==> src/sv/deq_pkg.sv <==
// shared types and codes for the double-ended queue
// operation kinds, status codes, controller states and the cell control group
// no dependencies
package deq_pkg;

   localparam int WORD_W = 32;

   typedef enum logic [1:0] {
      KIND_PUSH_LEFT  = 2'd0,
      KIND_PUSH_RIGHT = 2'd1,
      KIND_POP_LEFT   = 2'd2,
      KIND_POP_RIGHT  = 2'd3
   } kind_type;

   typedef enum logic [1:0] {
      STATUS_OK        = 2'd0,
      STATUS_UNDERFLOW = 2'd1,
      STATUS_OVERFLOW  = 2'd2
   } status_type;

   typedef enum logic [0:0] {
      ST_IDLE = 1'b0,
      ST_WAIT = 1'b1
   } state_type;

   // broadcast to every cell of the chain
   typedef struct packed {
      logic shl;      // every cell takes its right neighbor
      logic shr;      // every cell takes its left neighbor
      logic wr_end;   // the cell at pos takes the pushed word
      logic rd_end;   // the cell at pos puts its word on the return line
   } ctl_type;

endpackage

==> src/sv/deq_cell.sv <==
// one storage cell of the deque chain: one word plus one return-line stage
// depends on deq_pkg for the control group type
module deq_cell
   import deq_pkg::*;
#(
   parameter int IDX_W = 4,
   parameter int IDX   = 0
) (
   input  logic              clock,
   input  ctl_type           ctl,
   input  logic [IDX_W-1:0]  pos,
   input  logic [WORD_W-1:0] wr_word,
   input  logic [WORD_W-1:0] left_data,
   input  logic [WORD_W-1:0] right_data,
   input  logic [WORD_W-1:0] right_ret,
   output logic [WORD_W-1:0] data_out,
   output logic [WORD_W-1:0] ret_out
);

   logic [WORD_W-1:0] data_ff, data_in;
   logic [WORD_W-1:0] ret_ff, ret_in;
   logic              here;

   assign here = (pos == IDX_W'(IDX));

   always_comb begin
      if (ctl.shr) begin
         data_in = left_data;
      end else if (ctl.shl) begin
         data_in = right_data;
      end else if (ctl.wr_end && here) begin
         data_in = wr_word;
      end else begin
         data_in = data_ff;
      end
   end

   // return line walks one cell toward the left end per cycle
   assign ret_in = (ctl.rd_end && here) ? data_ff : right_ret;

   always_ff @(posedge clock) begin
      data_ff <= data_in;
      ret_ff  <= ret_in;
   end

   assign data_out = data_ff;
   assign ret_out  = ret_ff;

endmodule

==> src/sv/deq_ctrl.sv <==
// deque controller: occupancy, chain control, right-pop wait and result register
// depends on deq_pkg for kinds, status codes, states and the control group
module deq_ctrl
   import deq_pkg::*;
#(
   parameter int DEPTH = 16,
   parameter int IDX_W = 4,
   parameter int CNT_W = 5
) (
   input  logic              clock,
   input  logic              reset,
   input  logic              req_tvalid,
   output logic              req_tready,
   input  kind_type          kind,
   input  logic              rsp_tready,
   output logic              rsp_tvalid,
   output logic [WORD_W-1:0] rsp_popped,
   output status_type        rsp_status,
   output logic [CNT_W-1:0]  rsp_occ,
   input  logic [WORD_W-1:0] head_word,
   input  logic [WORD_W-1:0] ret_word,
   output ctl_type           ctl,
   output logic [IDX_W-1:0]  pos
);

   state_type         state_ff, state_in;
   logic [CNT_W-1:0]  count_ff, count_in;
   logic [IDX_W-1:0]  wait_cnt_ff, wait_cnt_in;
   logic              rsp_valid_ff, rsp_valid_in;
   logic [WORD_W-1:0] rsp_popped_ff, rsp_popped_in;
   status_type        rsp_status_ff, rsp_status_in;
   logic [CNT_W-1:0]  rsp_occ_ff, rsp_occ_in;

   logic              accept, full, empty, wait_done, load;
   logic              is_push, pop_right_ok;
   logic [CNT_W-1:0]  cnt_dec;

   assign accept   = req_tvalid && req_tready;
   assign full     = (count_ff == CNT_W'(DEPTH));
   assign empty    = (count_ff == '0);
   assign cnt_dec  = count_ff - CNT_W'(1);
   assign is_push  = (kind == KIND_PUSH_LEFT) || (kind == KIND_PUSH_RIGHT);
   assign pop_right_ok = (kind == KIND_POP_RIGHT) && !empty;
   assign wait_done = (state_ff == ST_WAIT) && (wait_cnt_ff == '0) && !rsp_valid_ff;

   // next state
   always_comb begin
      state_in = state_ff;
      unique case (state_ff)
         ST_IDLE: begin
            if (accept && pop_right_ok) state_in = ST_WAIT;
         end
         ST_WAIT: begin
            if (wait_done) state_in = ST_IDLE;
         end
         default: state_in = ST_IDLE;
      endcase
   end

   // outputs to the request side and the chain
   always_comb begin
      req_tready = (state_ff == ST_IDLE) && (!rsp_valid_ff || rsp_tready);
      ctl        = '0;
      pos        = (kind == KIND_POP_RIGHT) ? cnt_dec[IDX_W-1:0] : count_ff[IDX_W-1:0];
      if (accept) begin
         unique case (kind)
            KIND_PUSH_LEFT:  ctl.shr    = !full;
            KIND_PUSH_RIGHT: ctl.wr_end = !full;
            KIND_POP_LEFT:   ctl.shl    = !empty;
            KIND_POP_RIGHT:  ctl.rd_end = !empty;
            default:         ctl        = '0;
         endcase
      end
   end

   // occupancy, wait counter and result register
   always_comb begin
      count_in      = count_ff;
      wait_cnt_in   = wait_cnt_ff;
      load          = 1'b0;
      rsp_popped_in = rsp_popped_ff;
      rsp_status_in = rsp_status_ff;
      rsp_occ_in    = rsp_occ_ff;

      if (accept) begin
         if (is_push) begin
            if (!full) count_in = count_ff + CNT_W'(1);
         end else if (!empty) begin
            count_in = cnt_dec;
         end
         wait_cnt_in = pos;
         if (!pop_right_ok) begin
            load          = 1'b1;
            rsp_popped_in = ((kind == KIND_POP_LEFT) && !empty) ? head_word : '0;
            rsp_occ_in    = count_in;
            if (is_push && full) begin
               rsp_status_in = STATUS_OVERFLOW;
            end else if (!is_push && empty) begin
               rsp_status_in = STATUS_UNDERFLOW;
            end else begin
               rsp_status_in = STATUS_OK;
            end
         end
      end else if (state_ff == ST_WAIT) begin
         if (wait_done) begin
            load          = 1'b1;
            rsp_popped_in = ret_word;
            rsp_status_in = STATUS_OK;
            rsp_occ_in    = count_ff;
         end else if (wait_cnt_ff != '0) begin
            wait_cnt_in = wait_cnt_ff - IDX_W'(1);
         end
      end

      if (load) begin
         rsp_valid_in = 1'b1;
      end else if (rsp_tready) begin
         rsp_valid_in = 1'b0;
      end else begin
         rsp_valid_in = rsp_valid_ff;
      end
   end

   always_ff @(posedge clock) begin
      if (reset) begin
         state_ff     <= ST_IDLE;
         count_ff     <= '0;
         wait_cnt_ff  <= '0;
         rsp_valid_ff <= 1'b0;
      end else begin
         state_ff     <= state_in;
         count_ff     <= count_in;
         wait_cnt_ff  <= wait_cnt_in;
         rsp_valid_ff <= rsp_valid_in;
      end
   end

   always_ff @(posedge clock) begin
      rsp_popped_ff <= rsp_popped_in;
      rsp_status_ff <= rsp_status_in;
      rsp_occ_ff    <= rsp_occ_in;
   end

   assign rsp_tvalid = rsp_valid_ff;
   assign rsp_popped = rsp_popped_ff;
   assign rsp_status = rsp_status_ff;
   assign rsp_occ    = rsp_occ_ff;

endmodule

==> src/sv/double_ended_queue.sv <==
// top level of the bounded double-ended queue: a chain of DEPTH cells and its controller
// depends on deq_pkg, deq_cell and deq_ctrl
//
//  channel  direction  handshake               payload
//  req      in         req_tvalid/req_tready   tuser: kind; tdata: value
//  rsp      out        rsp_tvalid/rsp_tready   tuser: status; tdata: popped, occupancy
//
// the left end sits at cell 0; push left and pop left shift the whole chain at once
// push left, push right, pop left and refused operations load the result register when accepted
// pop right waits while the word walks the return line from the end cell to cell 0
// reset clears occupancy, controller state and the result valid; cell words are not cleared
// a stalled result holds its register; a new transaction is taken when that register frees
module double_ended_queue
   import deq_pkg::*;
#(
   parameter  int DEPTH = 16,
   localparam int IDX_W = $clog2(DEPTH),
   localparam int CNT_W = $clog2(DEPTH + 1),
   localparam int RSP_W = ((WORD_W + CNT_W + 7) / 8) * 8
) (
   input  logic              clock,
   input  logic              reset,
   input  logic              req_tvalid,
   output logic              req_tready,
   input  logic [WORD_W-1:0] req_tdata,   // [31:0] value
   input  logic [1:0]        req_tuser,   // [1:0] kind
   output logic              rsp_tvalid,
   input  logic              rsp_tready,
   output logic [RSP_W-1:0]  rsp_tdata,   // [31:0] popped, then occupancy, zero fill
   output logic [1:0]        rsp_tuser    // [1:0] status
);

   ctl_type           ctl;
   logic [IDX_W-1:0]  pos;
   logic [WORD_W-1:0] data_w [DEPTH];
   logic [WORD_W-1:0] ret_w  [DEPTH];
   logic [WORD_W-1:0] rsp_popped;
   status_type        rsp_status;
   logic [CNT_W-1:0]  rsp_occ;

   deq_ctrl #(
      .DEPTH (DEPTH),
      .IDX_W (IDX_W),
      .CNT_W (CNT_W)
   ) u_ctrl (
      .clock      (clock),
      .reset      (reset),
      .req_tvalid (req_tvalid),
      .req_tready (req_tready),
      .kind       (kind_type'(req_tuser)),
      .rsp_tready (rsp_tready),
      .rsp_tvalid (rsp_tvalid),
      .rsp_popped (rsp_popped),
      .rsp_status (rsp_status),
      .rsp_occ    (rsp_occ),
      .head_word  (data_w[0]),
      .ret_word   (ret_w[0]),
      .ctl        (ctl),
      .pos        (pos)
   );

   for (genvar i = 0; i < DEPTH; i++) begin : g_cell
      logic [WORD_W-1:0] left_data, right_data, right_ret;

      if (i == 0) begin : g_left
         assign left_data = req_tdata;
      end else begin : g_mid_l
         assign left_data = data_w[i-1];
      end

      if (i == DEPTH - 1) begin : g_right
         assign right_data = data_w[i];
         assign right_ret  = '0;
      end else begin : g_mid_r
         assign right_data = data_w[i+1];
         assign right_ret  = ret_w[i+1];
      end

      deq_cell #(
         .IDX_W (IDX_W),
         .IDX   (i)
      ) u_cell (
         .clock      (clock),
         .ctl        (ctl),
         .pos        (pos),
         .wr_word    (req_tdata),
         .left_data  (left_data),
         .right_data (right_data),
         .right_ret  (right_ret),
         .data_out   (data_w[i]),
         .ret_out    (ret_w[i])
      );
   end

   always_comb begin
      rsp_tdata                  = '0;
      rsp_tdata[WORD_W-1:0]      = rsp_popped;
      rsp_tdata[WORD_W +: CNT_W] = rsp_occ;
   end

   assign rsp_tuser = rsp_status;

endmodule

==> config.mk <==
export PLATFORM = sky130hd
export DESIGN_NAME = double_ended_queue
export DESIGN_NICKNAME = d
export VERILOG_FILES = /design/src/sv/deq_pkg.sv /design/src/sv/deq_cell.sv /design/src/sv/deq_ctrl.sv /design/src/sv/double_ended_queue.sv
export SDC_FILE = /design/constraint.sdc
export NUM_CORES = 2
export LEC_CHECK = 0
export CAP_MARGIN = 10
export CORE_MARGIN = 2
export CORE_UTILIZATION = 30
export CTS_CLUSTER_SIZE = 24
export DETAILED_ROUTE_END_ITERATION = 7
export DONT_BUFFER_PORTS = 1
export PLACE_DENSITY_LB_ADDON = 0.1
export SLEW_MARGIN = 20
export SYNTH_ARGS = -nofsm -noshare
export SYNTH_HDL_FRONTEND = slang
export SYNTH_SLANG_ARGS = --single-unit
export TNS_END_PERCENT = 30
==> constraint.sdc <==
create_clock -name clock -period 4.8 [get_ports clock]
set_clock_uncertainty 0.15 [all_clocks]
set_input_delay 0.24 -clock clock [delete_from_list [all_inputs] [get_ports clock]]
set_output_delay 0.24 -clock clock [all_outputs]
set_load 0.02 [all_outputs]
---- Yosys cells after proc, flatten, opt, wreduce, memory -nomap -nowiden ----
Index checks and enable logic that the tools add are counted.
storage, ports and cells
  bits in registers ....................... 1,074
  bits of input ports ..................... 38
  output and inout port bits .............. 44
  word-level logic and storage cells ...... 240
cells by class
  add/subtract/negate cells ............... 3
  equal/unequal tests ..................... 22
  multiplexer cells ....................... 100
  bitwise operators ....................... 1
  reductions and logical operators ........ 75
operator list
  cell                                                                number
  32-bit two-way mux                                                  68
  3-bit nonzero test                                                  15
  1-bit logical AND                                                   41
  5-bit two-way mux                                                   7
  4-bit == test, second input constant                                8
  4-bit two-way mux                                                   6
  4-bit by 3-bit == test with 1-bit output, second input constant     4
  1-bit two-way mux                                                   13
  2-bit two-way mux                                                   5
  2-bit nonzero test                                                  5
  4-bit by 2-bit == test with 1-bit output, second input constant     2
  4-bit logical NOT                                                   2
  3-bit AND reduction                                                 2
  5-bit by 1-bit adder with 5-bit output, second input constant       1
  5-bit == test, second input constant                                1
  5-bit logical NOT                                                   1
  5-bit by 1-bit subtractor with 5-bit output, second input constant  1
  2-bit == test, second input constant                                2
  4-bit by 1-bit == test with 1-bit output, second input constant     1
  1-bit logical NOT                                                   4
  2-bit inequality test, second input constant                        2
  4-bit nonzero test                                                  1
  4-bit by 1-bit subtractor with 4-bit output, second input constant  1
  2-bit by 1-bit == test with 1-bit output, second input constant     1
  other kinds (6)                                                     7

---- Logic depth before layout (Yosys ltp) ----
  depth after elaboration ................. 9
  mapped depth ............................ 12

---- Modules after synthesis ----
From an unflattened synthesis, not the netlist that was laid out.
second synthesis, totals
  cells, all modules ...................... 3,544
  area total of the unflattened synthesis .. 47,439.2 µm²
by module, submodules not included
  module                            times used  cells each  area each (µm²)
  deq_cell (g_cell[10].u_cell ...)  6           209         2,815.2
  deq_cell (g_cell[11].u_cell ...)  4           209         2,821.5
  deq_cell (g_cell[1].u_cell ...)   4           209         2,793.9
  deq_cell (g_cell[15].u_cell)      1           209         2,822.7
  deq_cell (g_cell[0].u_cell)       1           209         2,791.4
  deq_ctrl                          1           196         2,446.1
  double_ended_queue                1           4           26.3

---- Least setup slack after synthesis ----
Ideal clock, no wire load.
  path kind ............................... register -> register
  from .................................... register u_ctrl.count_ff[0]
  to ...................................... register g_cell[6].u_cell.data_ff[0] (enable)
  data arrival time ....................... 3.902 ns
  required time ........................... 4.184 ns
  setup slack ............................. 0.283 ns
  stages on the path, launching flop included .. 8
  buffers on the path ..................... 1
  clock period less this slack ............ 4.517 ns
  path through ............................ dfxtp_1 > buf_4 > clkinv_1 > ha_1 > or3_1 > o21ai_0 > nand2_1 > o21ai_0
between the ends
  cells in the longest elaborated chain, start to end .. 6
  elaborated cells between the ends (all ways) .. 13
  classes of those cells .................. add/sub: 1; eq/ne: 2; mux: 5; reduce/logical: 5
RTL lines
  what                                                                                                 RTL line         source
  start: declaration                                                                                   deq_ctrl.sv:27   logic [CNT_W-1:0] count_ff, count_in;
  start signal: assignment                                                                             deq_ctrl.sv:132  count_ff <= count_in;
  parallel branches: the longest is 5 deep, another holds 5-bit by 1-bit subtractor with 5-bit output  --
  3-bit nonzero test (no line) *                                                                       --
  end signal: assignment                                                                               deq_cell.sv:42   data_ff <= data_in;
  end: declaration                                                                                     deq_cell.sv:20   logic [WORD_W-1:0] data_ff, data_in;
Mark *: on every way between the ends.
A chain may end at the register's enable or synchronous reset.

---- Final worst setup path ----
  from .................................... register u_ctrl.count_ff[0]
  to ...................................... register g_cell[2].u_cell.ret_ff[29]
between the ends
  cells in the longest elaborated chain, start to end .. 6
  elaborated cells between the ends (all ways) .. 9
  classes of those cells .................. add/sub: 1; eq/ne: 1; mux: 4; reduce/logical: 3
RTL lines
  what                                                                                                 RTL line        source
  parallel branches: the longest is 4 deep, another holds 5-bit by 1-bit subtractor with 5-bit output  --
  1-bit logical AND *                                                                                  deq_cell.sv:39  assign ret_in = (ctl.rd_end && here) ? data_ff : right_ret;
  32-bit two-way mux *                                                                                 deq_cell.sv:39
  named net g_cell[2].u_cell.ret_in[29]                                                                deq_cell.sv:21  logic [WORD_W-1:0] ret_ff, ret_in;
  end signal: assignment                                                                               deq_cell.sv:43  ret_ff <= ret_in;
  end: declaration                                                                                     deq_cell.sv:21
Mark *: on every way through the listed nets, which the timed path passes.

==> flow_results.org <==
** Detailed routing
- After detailed routing, the total wire length is 127000 um.
- In this run the remaining antenna-violating nets after routing total 0.
- Drt via density :: about 5.3
- Number of vias in the routed layout :: roughly 25000
- Before antenna repair, the detailed router went through 5 iterations.
- After the first detailed-routing iteration, the DRC count stood at roughly 2500.
- Detailed-route wire length per cell :: ~28 um
- DRC :: 0

** Timing
- The number of hold violations in the final report came to 0.
- Highest attainable clock frequency :: around 230 MHz
- Actual slew at the worst max-slew pin :: 1.19 ns
- Relative max-transition margin :: slightly below 20%
- In the final timing run, aggregate negative setup slack is 0 ns.
- Hold Slack :: roughly 0.066 ns
- For the finished layout, the period the worst path requires is roughly 4.3 ns.
- The worst path meets setup with about 0.53 ns of slack.
- Period utilization :: between 80 and 90%
- Setup repair after global routing left no endpoint under its margin.
- Setup violations remaining at the end of the flow were counted as 0.
- Number of pins exceeding their max-slew limit in the final report :: 0

** Worst setup path
- Critical path data required time :: about 5.3 ns
- Setup CP Type :: flip-flop to flip-flop
- STA puts the critical path data arrival time at between 4 and 5 ns.
- Critical path capture point type :: flip-flop
- Of all nets on the critical path, the largest fanout is 17.
- Worst r2r path cells :: 8
- Kind of launch point of the worst setup path :: flip-flop

** Logic synthesis
- Counting flops and latches in the post-synthesis netlist gives approximately 1100.
- Area fraction in and, or, nand and nor cells after synthesis :: 4.21%
- After synthesis, the largest family of logic cells by area is multiplexers.
- The synthesized netlist devotes 0.209% of its cell area to XOR and XNOR gates.
- Async SR Flop Fraction :: 0%
- The cell count after synthesis came out at approximately 2700.
- Distinct cells, synth :: between 60 and 70
- Post-synthesis compound-gate area fraction :: between 10% and 20%
- For this run, the leading register cell type out of synthesis is edfxtp_1.
- The share of the Yosys chip area taken by registers is between 60% and 70%.
- After synthesis, the largest area contributor takes up 40.6% of total cell area.
- Averaged over all synthesized cells, the footprint is about 15 um^2.
- The synthesized netlist occupies a cell area of between 40000 and 50000 um^2.
- In this run, synthesis inferred between 500 and 600 flip-flops with an integrated enable.
- Ranking of synthesized cells by area :: edfxtp_1, dfxtp_1, mux2_2
- edfxtp_1 takes more of the synthesized area than any other cell.
- Yosys printed 0 warnings.
- Of the total synthesized cell area, the portion taken by full adders, half adders and majority gates is less than 1%.
- The portion of synthesized area spent on multiplexers is between 10% and 20%.

** Place
- DP HPWL :: about 70000 um
- At the end of routability-driven placement, the weighted congestion stood at roughly 0.76.
- Number of buffer cells added on primary ports :: 0
- Before CTS, the worst setup slack after placement is approximately 0.60 ns.

** Pwr
- Static Leakage :: about 18 nW
- For this design the total switching power over the nets is approximately 5.2 mW.
- The clock network accounts for between 40% and 50% of the total power.
- Total power for the finished layout comes to between 20 and 25 mW.
- Registers are responsible for roughly half of the overall power.
- Combinational logic burns 7.8% of the power.
- Max IR drop VDD :: approximately 0.28 mV
- Internal cell power :: around 16 mW
- Power per unit of standard cell area :: 455 nW/um^2
- Switching share of power :: between 20% and 30%

** Worst hold path
- The worst hold path belongs to the class input port to flip-flop.
- Number of cells traversed by the worst hold path :: 2

** Layout
- Nets :: about 2800
- Once layout is complete, the utilization of the core stands at between 30% and 40%.
- The area growth from synthesis to layout is 15.6%.
- Cells with a size suffix above 1 make up roughly a quarter of the layout.

** Floorplan
- The die is around 370 um wide.
- Chip height :: ~370 um
- between 80 and 90 I/O pins were placed.
- In this run the standard cell core region covers between 100000 and 150000 um^2.
- The initial utilization of the core area, before any placement, comes to between 30% and 40%.
- After floorplanning, the core was divided into ~140 placement rows.
- Area enclosed by the die boundary :: ~140000 um^2

** CTS
- The longest clock path from root to sink contains 3 buffers.
- CTS saw between 1000 and 1500 sinks.
- Max H-tree Level :: 3
- Post-CTS setup buffers :: 0
- Root buffer selected by CTS :: clkbuf_16
- Number of buffers added by the clock tree synthesis step :: approximately 120
- Clock-pin slew was measured on the worst setup and hold paths at about 0.060 ns.
- TritonCTS built the clock tree.
- Skew-Pair Late Insertion Delay :: roughly 0.7 ns

** GRT
- The number of antenna violations at the first check in global routing is 19.
- Entering global routing, the biggest net connects a little under 200 pins.
- For this run the aggregate overflow at the end of global routing stands at 0.
- Wire length of the first global-routing pass :: between 150000 and 200000 um
- The via count of the first global-routing pass came to about 24000.
- For this run, the total global-route usage over all layers was measured as 18.1%.

** Flow run
- Maxcap violations :: 0

** Outcome
- The run finished with clean final reports.
## final timing paths
| check | from | endpoint | slack, ns |
|---|---|---|---|
| worst max-delay path | u_ctrl.count_ff[0] | g_cell[2].u_cell.ret_out[29] | 0.53 |
| worst min-delay path | req_tuser[0] | u_ctrl.rsp_occ[0] | 0.07 |
| worst max register to register | u_ctrl.count_ff[0] | g_cell[2].u_cell.ret_out[29] | 0.53 |
| worst min register to register | g_cell[11].u_cell.ret_out[7] | g_cell[10].u_cell.ret_out[7] | 0.28 |
## state kept, by name (all words and copies together) (netlist names)
signal and cells:
g_cell.u_cell.ret_out 512, u_ctrl.state_ff 1, u_ctrl.rsp_tvalid 1, g_cell.u_cell.data_out 512, u_ctrl.count_ff 5, u_ctrl.rsp_popped 32, u_ctrl.rsp_status 2, u_ctrl.rsp_occ 5
u_ctrl.wait_cnt_ff 4
## layout by cell type (no fill, tap or decap), types with 4 or more instances in the layout
cell / count
edfxtp_1: 551
dfxtp_1: 523
a221o_1: 430
mux2_2: 405
nand2_1: 214
clkbuf_16: 119
buf_4: 51
mux2_1: 46
dlygate4sd3_1: 42
and2_1: 35
and3_1: 32
a22o_1: 32
clkbuf_1: 31
mux2_4: 30
clkinv_2: 26
a21oi_1: 22
o21ai_0: 17
o21ai_4: 16
clkbuf_8: 14
nand3_1: 13
buf_12: 13
clkinv_1: 12
diode_2: 10
bufinv_16: 10
nand2b_1: 8
nor3_2: 7
nor2_1: 7
nand2_2: 6
inv_1: 5
o22ai_1: 5
nor2_4: 4
a2bb2oi_1: 4
ha_1: 4
buf_16: 4
## kinds of logic (layout without fill, tap and decap cells)
group | count (synthesis) | after routing
buf+inv | 253 | 335
xor+xnor | 8 | 8
compound gates | 548 | 548
simple gates | 357 | 357
mux | 482 | 482
flops | 1074 | 1074
fa+ha+maj | 4 | 4
other cells | 1 | 13
## per-stage QoR
step	cell area, um^2	instances
after detailed placement	42800	4332
after floorplan	40700	2729
after global routing	47100	4596
after CTS	47000	4592
after global placement	42700	4327
final	47100	4602
## power groups by stage
| stage | Clock, mW | Combinational [mW] | Sequential [mW] |
|---|---|---|---|
| after global routing | 9.63 | 1.79 | 10.8 |
| after floorplan | 0 | 1.03 | 10.8 |
| after detailed placement | 0 | 1.62 | 10.9 |
| final | 9.04 | 1.66 | 10.7 |
| after global placement | 0 | 1.57 | 10.9 |
| after CTS | 9.28 | 1.68 | 10.7 |
## cell usage after synthesis (18+ instances only)
cell type / instances
edfxtp_1: 551
dfxtp_1: 523
a221o_1: 430
mux2_2: 405
nand2_1: 220
clkbuf_1: 144
buf_2: 69
mux2_1: 46
and2_1: 35
o21ai_0: 33
a22o_1: 32
and3_1: 32
mux2_4: 30
a21oi_1: 22
buf_4: 18
## routing by layer
| metal | wire length, um | vias to the layer above | global-route usage (%) |
|---|---|---|---|
| li1 | - | 10700 | - |
| met1 | 58800 | 13000 | 25.5 |
| met2 | 59200 | 794 | 28.7 |
| met3 | 6730 | 158 | 3.04 |
| met4 | 2710 | 6 | 5.10 |
| met5 | 38 | - | 0 |
## worst max-delay path, stage by stage (launching register included)
cell and delay, ns:
dfxtp_1 0.56, clkinv_1 0.34, ha_1 0.38, nand2b_1 0.12, nand2_1 0.07, nor4b_1 0.96, nand2_2 0.75, buf_4 0.47
mux2_2 0.32
## repair_timing
action / CTS / global route
hold endpoints to repair: 95 / 0
resized for setup: 0 / 0
hold buffers: 42 / 0
## area by class of cell
type	count	area [um^2]
Fill cell	12900	88100
Sequential cell	1074	27000
Multi-Input combinational cell	1402	12800
Clock buffer	164	3290
Tap cell	1781	2230
Timing Repair Buffer	111	1180
Clock inverter	54	553
Antenna cell	10	25.0
Inverter	6	22.5
Note: power is estimated with default switching activity, not from simulation.
